File: src/rtl/acia_pkg.sv
// shared types and constants for the async serial controller
// no dependencies
package acia_pkg;

  localparam logic [2:0] OP_CTRL_WR = 3'd0;
  localparam logic [2:0] OP_DATA_WR = 3'd1;
  localparam logic [2:0] OP_STAT_RD = 3'd2;
  localparam logic [2:0] OP_DATA_RD = 3'd3;
  localparam logic [2:0] OP_TX_CLK  = 3'd4;
  localparam logic [2:0] OP_RX_CLK  = 3'd5;
  localparam logic [2:0] OP_INJECT  = 3'd6;

  localparam logic [2:0] PH_START  = 3'd0;
  localparam logic [2:0] PH_DATA   = 3'd1;
  localparam logic [2:0] PH_PARITY = 3'd2;
  localparam logic [2:0] PH_STOP   = 3'd3;
  localparam logic [2:0] PH_STOP2  = 3'd4;

  localparam logic [1:0] PAR_NONE = 2'd0;
  localparam logic [1:0] PAR_EVEN = 2'd1;
  localparam logic [1:0] PAR_ODD  = 2'd2;

  localparam int ST_RDRF = 0;
  localparam int ST_TDRE = 1;
  localparam int ST_DCD  = 2;
  localparam int ST_CTS  = 3;
  localparam int ST_FE   = 4;
  localparam int ST_OVRN = 5;
  localparam int ST_PE   = 6;
  localparam int ST_IRQ  = 7;

  typedef struct packed {
    logic [3:0] nbits;
    logic [1:0] par;
    logic       two_stop;
  } fmt_t;

  typedef struct packed {
    logic [2:0] op;
    logic [7:0] data;
    logic       rxd;
    logic       cts;
    logic       dcd;
  } item_t;

  typedef struct packed {
    logic [7:0] rd;
    logic       txd;
    logic       rts;
    logic       irq_n;
  } result_t;

  function automatic fmt_t fmt_lookup(input logic [2:0] wf);
    fmt_t f;
    case (wf)
      3'd0: f = '{4'd7, PAR_EVEN, 1'b1};
      3'd1: f = '{4'd7, PAR_ODD, 1'b1};
      3'd2: f = '{4'd7, PAR_EVEN, 1'b0};
      3'd3: f = '{4'd7, PAR_ODD, 1'b0};
      3'd4: f = '{4'd8, PAR_NONE, 1'b1};
      3'd5: f = '{4'd8, PAR_NONE, 1'b0};
      3'd6: f = '{4'd8, PAR_EVEN, 1'b0};
      default: f = '{4'd8, PAR_ODD, 1'b0};
    endcase
    return f;
  endfunction

endpackage

File: src/rtl/acia_core.sv
// register state and single-pass update of the serial controller
// depends on acia_pkg
module acia_core
  import acia_pkg::*;
(
  input  logic    clk,
  input  logic    rst_n,
  input  logic    en,
  input  item_t   it,
  output result_t res
);

  logic [7:0] ctrl_r, ctrl_nxt, st_r, st_nxt, thr_r, thr_nxt, rhr_r, rhr_nxt;
  logic [7:0] tsh_r, tsh_nxt, rsh_r, rsh_nxt;
  logic [3:0] tbl_r, tbl_nxt, rbl_r, rbl_nxt;
  logic       tpa_r, tpa_nxt, rpa_r, rpa_nxt;
  logic [2:0] tph_r, tph_nxt, rph_r, rph_nxt;
  logic [6:0] tdv_r, tdv_nxt, rdv_r, rdv_nxt, ratio_r, ratio_nxt;
  logic [2:0] wf_r, wf_nxt;
  logic inres_r, inres_nxt, stread_r, stread_nxt;
  logic ovr_r, ovr_nxt, brk_r, brk_nxt, txint_r, txint_nxt;
  logic irqf_r, irqf_nxt;
  logic txd_r, txd_nxt, rts_r, rts_nxt, irqn_r, irqn_nxt;

  always_comb begin
    fmt_t       f;
    logic [7:0] rd;
    logic [1:0] mode;
    logic       irq;
    logic       tb;
    logic       upd;
    ctrl_nxt = ctrl_r; st_nxt = st_r; thr_nxt = thr_r; rhr_nxt = rhr_r;
    tsh_nxt = tsh_r; rsh_nxt = rsh_r; tbl_nxt = tbl_r; rbl_nxt = rbl_r;
    tpa_nxt = tpa_r; rpa_nxt = rpa_r; tph_nxt = tph_r; rph_nxt = rph_r;
    tdv_nxt = tdv_r; rdv_nxt = rdv_r; ratio_nxt = ratio_r; wf_nxt = wf_r;
    inres_nxt = inres_r; stread_nxt = stread_r;
    ovr_nxt = ovr_r; brk_nxt = brk_r; txint_nxt = txint_r;
    irqf_nxt = irqf_r; txd_nxt = txd_r; rts_nxt = rts_r; irqn_nxt = irqn_r;
    f = fmt_lookup(wf_r);
    rd = 8'd0;
    mode = it.data[6:5];
    tb = 1'b0;
    irq = 1'b0;
    upd = 1'b0;
    case (it.op)
      OP_CTRL_WR: begin
        if (it.data[1:0] == 2'b11) begin
          inres_nxt = 1'b1;
          st_nxt = {4'b0, it.cts, it.dcd, 2'b10};
          thr_nxt = '0; rhr_nxt = '0; tsh_nxt = '0; rsh_nxt = '0;
          tdv_nxt = '0; rdv_nxt = '0;
          ovr_nxt = 1'b0; stread_nxt = 1'b0; irqf_nxt = 1'b0;
          rph_nxt = PH_START; tph_nxt = PH_START;
          txd_nxt = 1'b1; irqn_nxt = 1'b1;
        end else begin
          inres_nxt = 1'b0;
          case (it.data[1:0])
            2'd0: ratio_nxt = 7'd1;
            2'd1: ratio_nxt = 7'd16;
            default: ratio_nxt = 7'd64;
          endcase
        end
        wf_nxt = it.data[4:2];
        txint_nxt = (mode == 2'd1);
        brk_nxt = (mode == 2'd3);
        rts_nxt = (mode == 2'd2);
        ctrl_nxt = it.data;
        upd = 1'b1;
      end
      OP_DATA_WR: begin
        if (!inres_r) begin
          thr_nxt = it.data;
          st_nxt[ST_TDRE] = 1'b0;
          upd = 1'b1;
        end
      end
      OP_STAT_RD: begin
        stread_nxt = 1'b1;
        rd = st_r;
        if (st_r[ST_CTS]) rd[ST_TDRE] = 1'b0;
      end
      OP_DATA_RD: begin
        st_nxt[ST_RDRF] = 1'b0; st_nxt[ST_IRQ] = 1'b0; st_nxt[ST_PE] = 1'b0;
        if (stread_r) begin
          stread_nxt = 1'b0;
          st_nxt[ST_OVRN] = 1'b0;
          st_nxt[ST_DCD] = it.dcd;
        end
        if (ovr_r) begin
          st_nxt[ST_OVRN] = 1'b1;
          ovr_nxt = 1'b0;
        end
        rd = rhr_r;
        upd = 1'b1;
      end
      OP_TX_CLK: begin
        st_nxt[ST_CTS] = it.cts;
        tdv_nxt = tdv_r + 7'd1;
        if (tdv_nxt >= ratio_r) begin
          tdv_nxt = '0;
          case (tph_r)
            PH_START: begin
              if (brk_r) begin
                txd_nxt = 1'b0;
              end else if (st_r[ST_TDRE]) begin
                txd_nxt = 1'b1;
                upd = 1'b1;
              end else begin
                txd_nxt = 1'b0;
                tbl_nxt = f.nbits;
                tsh_nxt = thr_r;
                tpa_nxt = 1'b0;
                tph_nxt = PH_DATA;
                upd = 1'b1;
              end
            end
            PH_DATA: begin
              tb = tsh_r[0];
              txd_nxt = tb;
              tpa_nxt = tpa_r ^ tb;
              tsh_nxt = {1'b0, tsh_r[7:1]};
              tbl_nxt = tbl_r - 4'd1;
              if (tbl_nxt == 4'd0) tph_nxt = (f.par == PAR_NONE) ? PH_STOP : PH_PARITY;
            end
            PH_PARITY: begin
              txd_nxt = (f.par == PAR_EVEN) ? tpa_r : ~tpa_r;
              tph_nxt = PH_STOP;
            end
            PH_STOP: begin
              txd_nxt = 1'b1;
              if (!f.two_stop) begin
                tph_nxt = PH_START; st_nxt[ST_TDRE] = 1'b1;
              end else begin
                tph_nxt = PH_STOP2;
              end
            end
            PH_STOP2: begin
              txd_nxt = 1'b1; tph_nxt = PH_START; st_nxt[ST_TDRE] = 1'b1;
            end
            default: ;
          endcase
        end
      end
      OP_RX_CLK: begin
        if (it.dcd) begin
          st_nxt[ST_DCD] = 1'b1;
          upd = 1'b1;
        end else if (st_r[ST_DCD] && !st_r[ST_IRQ]) st_nxt[ST_DCD] = 1'b0;
        rdv_nxt = rdv_r + 7'd1;
        if (rdv_nxt >= ratio_r) begin
          rdv_nxt = '0;
          // second carrier check sees the same pin and irq bit, so it is idempotent
          if (st_nxt[ST_DCD]) begin
            rph_nxt = PH_START;
          end else begin
            case (rph_r)
              PH_START: begin
                if (!it.rxd) begin
                  rsh_nxt = '0; rpa_nxt = 1'b0; rbl_nxt = f.nbits; rph_nxt = PH_DATA;
                end
              end
              PH_DATA: begin
                rsh_nxt = rsh_r | {it.rxd, 7'd0};
                rpa_nxt = rpa_r ^ it.rxd;
                rbl_nxt = rbl_r - 4'd1;
                if (rbl_nxt == 4'd0) begin
                  if (st_r[ST_RDRF]) begin
                    ovr_nxt = 1'b1;
                    upd = 1'b1;
                  end
                  rph_nxt = (f.par == PAR_NONE) ? PH_STOP : PH_PARITY;
                end else begin
                  rsh_nxt = {1'b0, rsh_nxt[7:1]};
                end
              end
              PH_PARITY: begin
                rpa_nxt = rpa_r ^ it.rxd;
                if ((f.par == PAR_EVEN) ? rpa_nxt : ~rpa_nxt) st_nxt[ST_PE] = 1'b1;
                rph_nxt = PH_STOP;
              end
              PH_STOP, PH_STOP2: begin
                if (it.rxd) begin
                  if (rph_r == PH_STOP && f.two_stop) begin
                    rph_nxt = PH_STOP2;
                  end else begin
                    st_nxt[ST_FE] = 1'b0;
                    if (!st_r[ST_RDRF]) begin
                      rhr_nxt = rsh_r; st_nxt[ST_RDRF] = 1'b1;
                      upd = 1'b1;
                    end
                    rph_nxt = PH_START;
                  end
                end else begin
                  st_nxt[ST_FE] = 1'b1; rph_nxt = PH_START;
                end
              end
              default: ;
            endcase
          end
        end
      end
      OP_INJECT: begin
        rhr_nxt = it.data;
        st_nxt[ST_RDRF] = 1'b1;
        upd = 1'b1;
      end
      default: ;
    endcase
    // irq recompute; only where the item would call it
    if (upd) begin
      irq = (txint_nxt && st_nxt[ST_TDRE] && !st_nxt[ST_CTS]) ||
            (ctrl_nxt[7] && (st_nxt[ST_RDRF] || st_nxt[ST_DCD] || ovr_nxt));
      if (irq != irqf_nxt) begin
        irqf_nxt = irq;
        st_nxt[ST_IRQ] = irq;
        irqn_nxt = ~irq;
      end
    end
    res.rd = rd;
    res.txd = txd_nxt;
    res.rts = rts_nxt;
    res.irq_n = irqn_nxt;
  end

  always_ff @(posedge clk) begin
    if (!rst_n) begin
      ctrl_r <= '0; st_r <= 8'h02; thr_r <= '0; rhr_r <= '0;
      tsh_r <= '0; rsh_r <= '0; tbl_r <= '0; rbl_r <= '0;
      tpa_r <= 1'b0; rpa_r <= 1'b0; tph_r <= PH_START; rph_r <= PH_START;
      tdv_r <= '0; rdv_r <= '0; ratio_r <= 7'd1; wf_r <= '0;
      inres_r <= 1'b1; stread_r <= 1'b0; ovr_r <= 1'b0;
      brk_r <= 1'b0; txint_r <= 1'b0; irqf_r <= 1'b0;
      txd_r <= 1'b1; rts_r <= 1'b1; irqn_r <= 1'b1;
    end else if (en) begin
      ctrl_r <= ctrl_nxt; st_r <= st_nxt; thr_r <= thr_nxt; rhr_r <= rhr_nxt;
      tsh_r <= tsh_nxt; rsh_r <= rsh_nxt; tbl_r <= tbl_nxt; rbl_r <= rbl_nxt;
      tpa_r <= tpa_nxt; rpa_r <= rpa_nxt; tph_r <= tph_nxt; rph_r <= rph_nxt;
      tdv_r <= tdv_nxt; rdv_r <= rdv_nxt; ratio_r <= ratio_nxt; wf_r <= wf_nxt;
      inres_r <= inres_nxt; stread_r <= stread_nxt;
      ovr_r <= ovr_nxt; brk_r <= brk_nxt; txint_r <= txint_nxt;
      irqf_r <= irqf_nxt; txd_r <= txd_nxt; rts_r <= rts_nxt; irqn_r <= irqn_nxt;
    end
  end

endmodule

File: src/rtl/acia_async_serial_controller.sv
// top level of the async serial controller: input register, core, result register
// result path: the input register holds the item until the core updates and the result register loads
// throughput: one item per cycle while out_ready keeps the result register free
// reset: synchronous active-low rst_n empties both registers and loads the
// power-on register state; depends on acia_pkg and acia_core
module acia_async_serial_controller
  import acia_pkg::*;
(
  input  logic       clk,
  input  logic       rst_n,
  input  logic       in_valid,
  output logic       in_ready,
  input  logic [2:0] in_operation,
  input  logic [7:0] in_write_byte,
  input  logic       in_rxd_level,
  input  logic       in_cts_level,
  input  logic       in_dcd_level,
  output logic       out_valid,
  input  logic       out_ready,
  output logic [7:0] out_read_data,
  output logic       out_txd_level,
  output logic       out_rts_level,
  output logic       out_irq_n
);

  item_t   item_r;
  logic    iv_r, ov_r;
  result_t res, res_r;
  logic    adv;

  assign adv      = iv_r && (!ov_r || out_ready);
  assign in_ready = !iv_r || adv;

  acia_core u_core (
    .clk  (clk),
    .rst_n(rst_n),
    .en   (adv),
    .it   (item_r),
    .res  (res)
  );

  always_ff @(posedge clk) begin
    if (!rst_n) begin
      iv_r <= 1'b0;
      ov_r <= 1'b0;
    end else begin
      if (in_ready) iv_r <= in_valid;
      if (adv) ov_r <= 1'b1;
      else if (out_ready) ov_r <= 1'b0;
    end
  end

  always_ff @(posedge clk) begin
    if (in_ready && in_valid) begin
      item_r <= '{in_operation, in_write_byte, in_rxd_level, in_cts_level, in_dcd_level};
    end
    if (adv) res_r <= res;
  end

  assign out_valid     = ov_r;
  assign out_read_data = res_r.rd;
  assign out_txd_level = res_r.txd;
  assign out_rts_level = res_r.rts;
  assign out_irq_n     = res_r.irq_n;

endmodule
File: config.mk
export PLATFORM = sky130hd
export DESIGN_NAME = acia_async_serial_controller
export DESIGN_NICKNAME = d
export VERILOG_FILES = /design/src/rtl/acia_pkg.sv /design/src/rtl/acia_core.sv /design/src/rtl/acia_async_serial_controller.sv
export SDC_FILE = /design/constraint.sdc
export NUM_CORES = 1
export LEC_CHECK = 0
export ABC_AREA = 1
export CAP_MARGIN = 5
export CORE_MARGIN = 3
export CORE_UTILIZATION = 47
export CTS_CLUSTER_SIZE = 25
export DETAILED_ROUTE_END_ITERATION = 6
export DONT_BUFFER_PORTS = 1
export SKIP_LAST_GASP = 1
export SYNTH_ARGS = -nofsm -noshare
export SYNTH_HDL_FRONTEND = slang
export SYNTH_SLANG_ARGS = --single-unit
File: constraint.sdc
create_clock -name clk -period 3 [get_ports clk]
set_input_delay 0 -clock clk [delete_from_list [all_inputs] [get_ports clk]]
set_output_delay 0 -clock clk [all_outputs]
set_load 0.02 [all_outputs]
==> metrics.yaml <==
floorplanning:
  initial_core_util_pct: 48.3
  rows: 40
  core_sq_um: 12100
  io_pins: 31
  die_area_sq_um: 13800
  die_h_um: 118
  die_w_um: 118
worst_setup_path:
  crit_buf_inv: 4
  crit_slowest_cell: "dfxtp_1"
  path_depth: 18
  crit_fanout: 12
  cp-startpoint: "u_core.rdv_r[1]"
  required_ps: 3250
  path_cells: "ha_1 > nand2_1 > nor2_1 > xnor2_1 > inv_1 > ha_1 > nand2_1 > inv_1 > nand3_1 > nor2_1 > nor2_1 > nand2_2 > inv_1 > nand2_2 > nand2_1 > buf_4 > a21oi_1 > a211oi_2"
  endpoint_kind: "flop"
  crit_arrival_ps: 2970
  path_delay_family: "simple AND/OR/NAND/NOR gates"
  rr_startpoint: "u_core.rdv_r[1]"
  crit_type: "reg2reg"
  cp-start-kind: "flop"
  cpPeakStageDelay_ps: 400
  reg2reg_depth: 18
power:
  seqPwrFrac_pct: 39.6
  p_clk_share_pct: 53.5
  power_density_nw_per_um2: 607
  vdd_drop_max_uv: 444
  p_leak_nw: 2.67
  p_switching_mw: 0.939
  pwr-share-comb_pct: 6.8
  p_int_mw: 3.24
  switching_share_pct: 22.5
final_layout:
  synthToLayoutAreaGrowth_pct: 17.8
  n_antenna_cell: 0
  layout_common_cells: "nand2_1, inv_1, dfxtp_1, a21oi_1, nor2_1"
  nNetsFinal: 823
  final_cell_count_no_fill: 974
  final_common_cell: "nand2_1"
  fin_area_sq_um: 6890
  drive_above_1_share_pct: 11.5
detailed_routing:
  drc: 0
  wl_per_cell_um: 15.6
  viasPerCell: 5.47
  first_pass_iters: 5
  vias: 5324
  drt-initial-drc-count: 393
  wl_mm: 15.2
  ant_nets: 0
synth:
  ys_ff_latch: 113
  syn-cell-area_sq_um: 5850
  ys.flop_type: "dfxtp_1"
  synthesis.nets: 794
  yosysSeqAreaShare_pct: 43.0
  yosysTopAreaCellShare_pct: 30.1
  synth.avg_cell_area_sq_um: 7.66
  async_flop_share_pct: 0
  yosysWarnings: 0
  synth_largest_area_cell: "dfxtp_1"
  synthTopCellsByArea: "dfxtp_1, edfxtp_1, nand2_1"
  synthCells: 764
  synth_edf_count: 25
  synthDistinctLibCells: 55
flow_run:
  maxCapViolCount: 0
timing:
  fin_setup_tns_ps: 0
  fin_crit_ps: 2730
  slew_violations: 0
  hold_viol: 0
  post-route-period-util_pct: 90.8
  hold_ws_ps: 194
  finalSetupViolCount: 0
  max_slew_margin_pct: 27.6
  max_freq_mhz: 367
  skew_ps: 7.56
  tightest_slew_ps: 1090
min_path:
  hold_depth: 2
  worstHoldStart: "rst_n"
  hp-class: "in2reg"
global_routing:
  grt_start_max_net_pins: 56
  antenna_found_initial: 0
  grtUsageTotal_pct: 22.8
  grt_pass1_vias: 5135
  grt_pass1_wl_mm: 25.2
  grt_overflow: 0
clock_tree:
  cts.clk_slew.worst_paths_ps: 50
  cts.path.max_buffers: 2
  cts_tree: "yes"
  htree_levels: 4
  clock-sinks: 113
  insertion_delay_ps: 420
  cts_root_buffer: "clkbuf_16"
  cts_buffers: 17
place:
  io_buffers: 0
  dpl_cell_area_sq_um: 6020
  placed_cells: 922
  dp_hpwl_mm: 10.7
  gp_congestion: 0.891
status:
  status: "complete, no violations"
[worst paths after layout]
check                     to  slack [ps]
max          u_core.rsh_r[2]         270
min          u_core.tbl_r[3]         190
max reg2reg  u_core.rsh_r[2]         270
min reg2reg     u_core.tpa_r         460
[cell usage after synthesis, drive strengths merged (2+ instances only)]
master,number
a31oi,3
nor2,83
o22ai,2
nand2,159
o2111ai,2
buf,6
clkbuf,11
inv,104
nand3,43
o21ai,62
o211a,2
nor3,13
xnor2,4
nor4,3
or2,3
dfxtp,88
a211oi,22
a21oi,81
o211ai,6
a22oi,7
ha,12
xor2,4
nand4,4
o31ai,3
edfxtp,25
[registers in the layout, summed over array words and instances (netlist names), 2 cells and up]
name / cells
item_r: 14
out_read_data: 8
u_core.rhr_r: 8
u_core.rsh_r: 8
u_core.st_r: 8
u_core.thr_r: 8
u_core.tsh_r: 8
u_core.rdv_r: 7
u_core.tdv_r: 7
u_core.rbl_r: 4
u_core.tbl_r: 4
u_core.ratio_r: 3
u_core.rph_r: 3
u_core.tph_r: 3
u_core.ctrl_r: 2
u_core.wf_r: 2
[area by class of cell]
cell class / count / area, sq um
fill: 1169 / 5220
multi-input combinational: 529 / 2860
sequential: 113 / 2510
clock buffer: 19 / 433
inverter: 105 / 397
timing repair buffer: 27 / 260
clock inverter: 13 / 215
tap: 168 / 210
[layer usage]
layer	up-vias	GRT usage [%]	wire length [um]
li1	2641	-	-
met1	2472	29.0	6660
met2	179	36.6	7250
met3	32	5.96	912
met4	0	9.96	354
met5	-	0	0
[cell families after synthesis]
kind of cell | share of synthesized area, %
adder cells (fa/ha/maj) | 2.57
AND/OR/NAND/NOR | 24.1
XOR/XNOR | 1.20
flip-flops | 43.0
buffers and inverters | 8.34
AO/OA/AOI/OAI | 20.8
[metrics by stage]
stage	power [mW]	setup slack (ps)	util, %
after CTS	4.21	176	56.7
after global placement	1.94	256	49.7
after detailed placement	1.94	202	49.7
after global routing	4.34	-9.84	56.9
final	4.18	275	56.9
after floorplan	1.88	576	-
[power by group through the flow]
| stage | combinational [mW] | clock (mW) | sequential (mW) |
|---|---|---|---|
| 5_1_grt | 0.320 | 2.36 | 1.66 |
| 3_5_place_dp | 0.254 | 0 | 1.69 |
| 2_1_floorplan | 0.204 | 0 | 1.67 |
| 4_1_cts | 0.283 | 2.27 | 1.66 |
| 3_3_place_gp | 0.250 | 0 | 1.69 |
| 6_report | 0.285 | 2.24 | 1.66 |
[timing repair]
item,in CTS,in global routing
buffers inserted,0,1
hold endpoints to repair,49,0
hold buffers,19,0
gates resized for setup,0,4
endpoints found under the setup margin,0,29
Note: power is estimated with default switching activity, not from simulation.
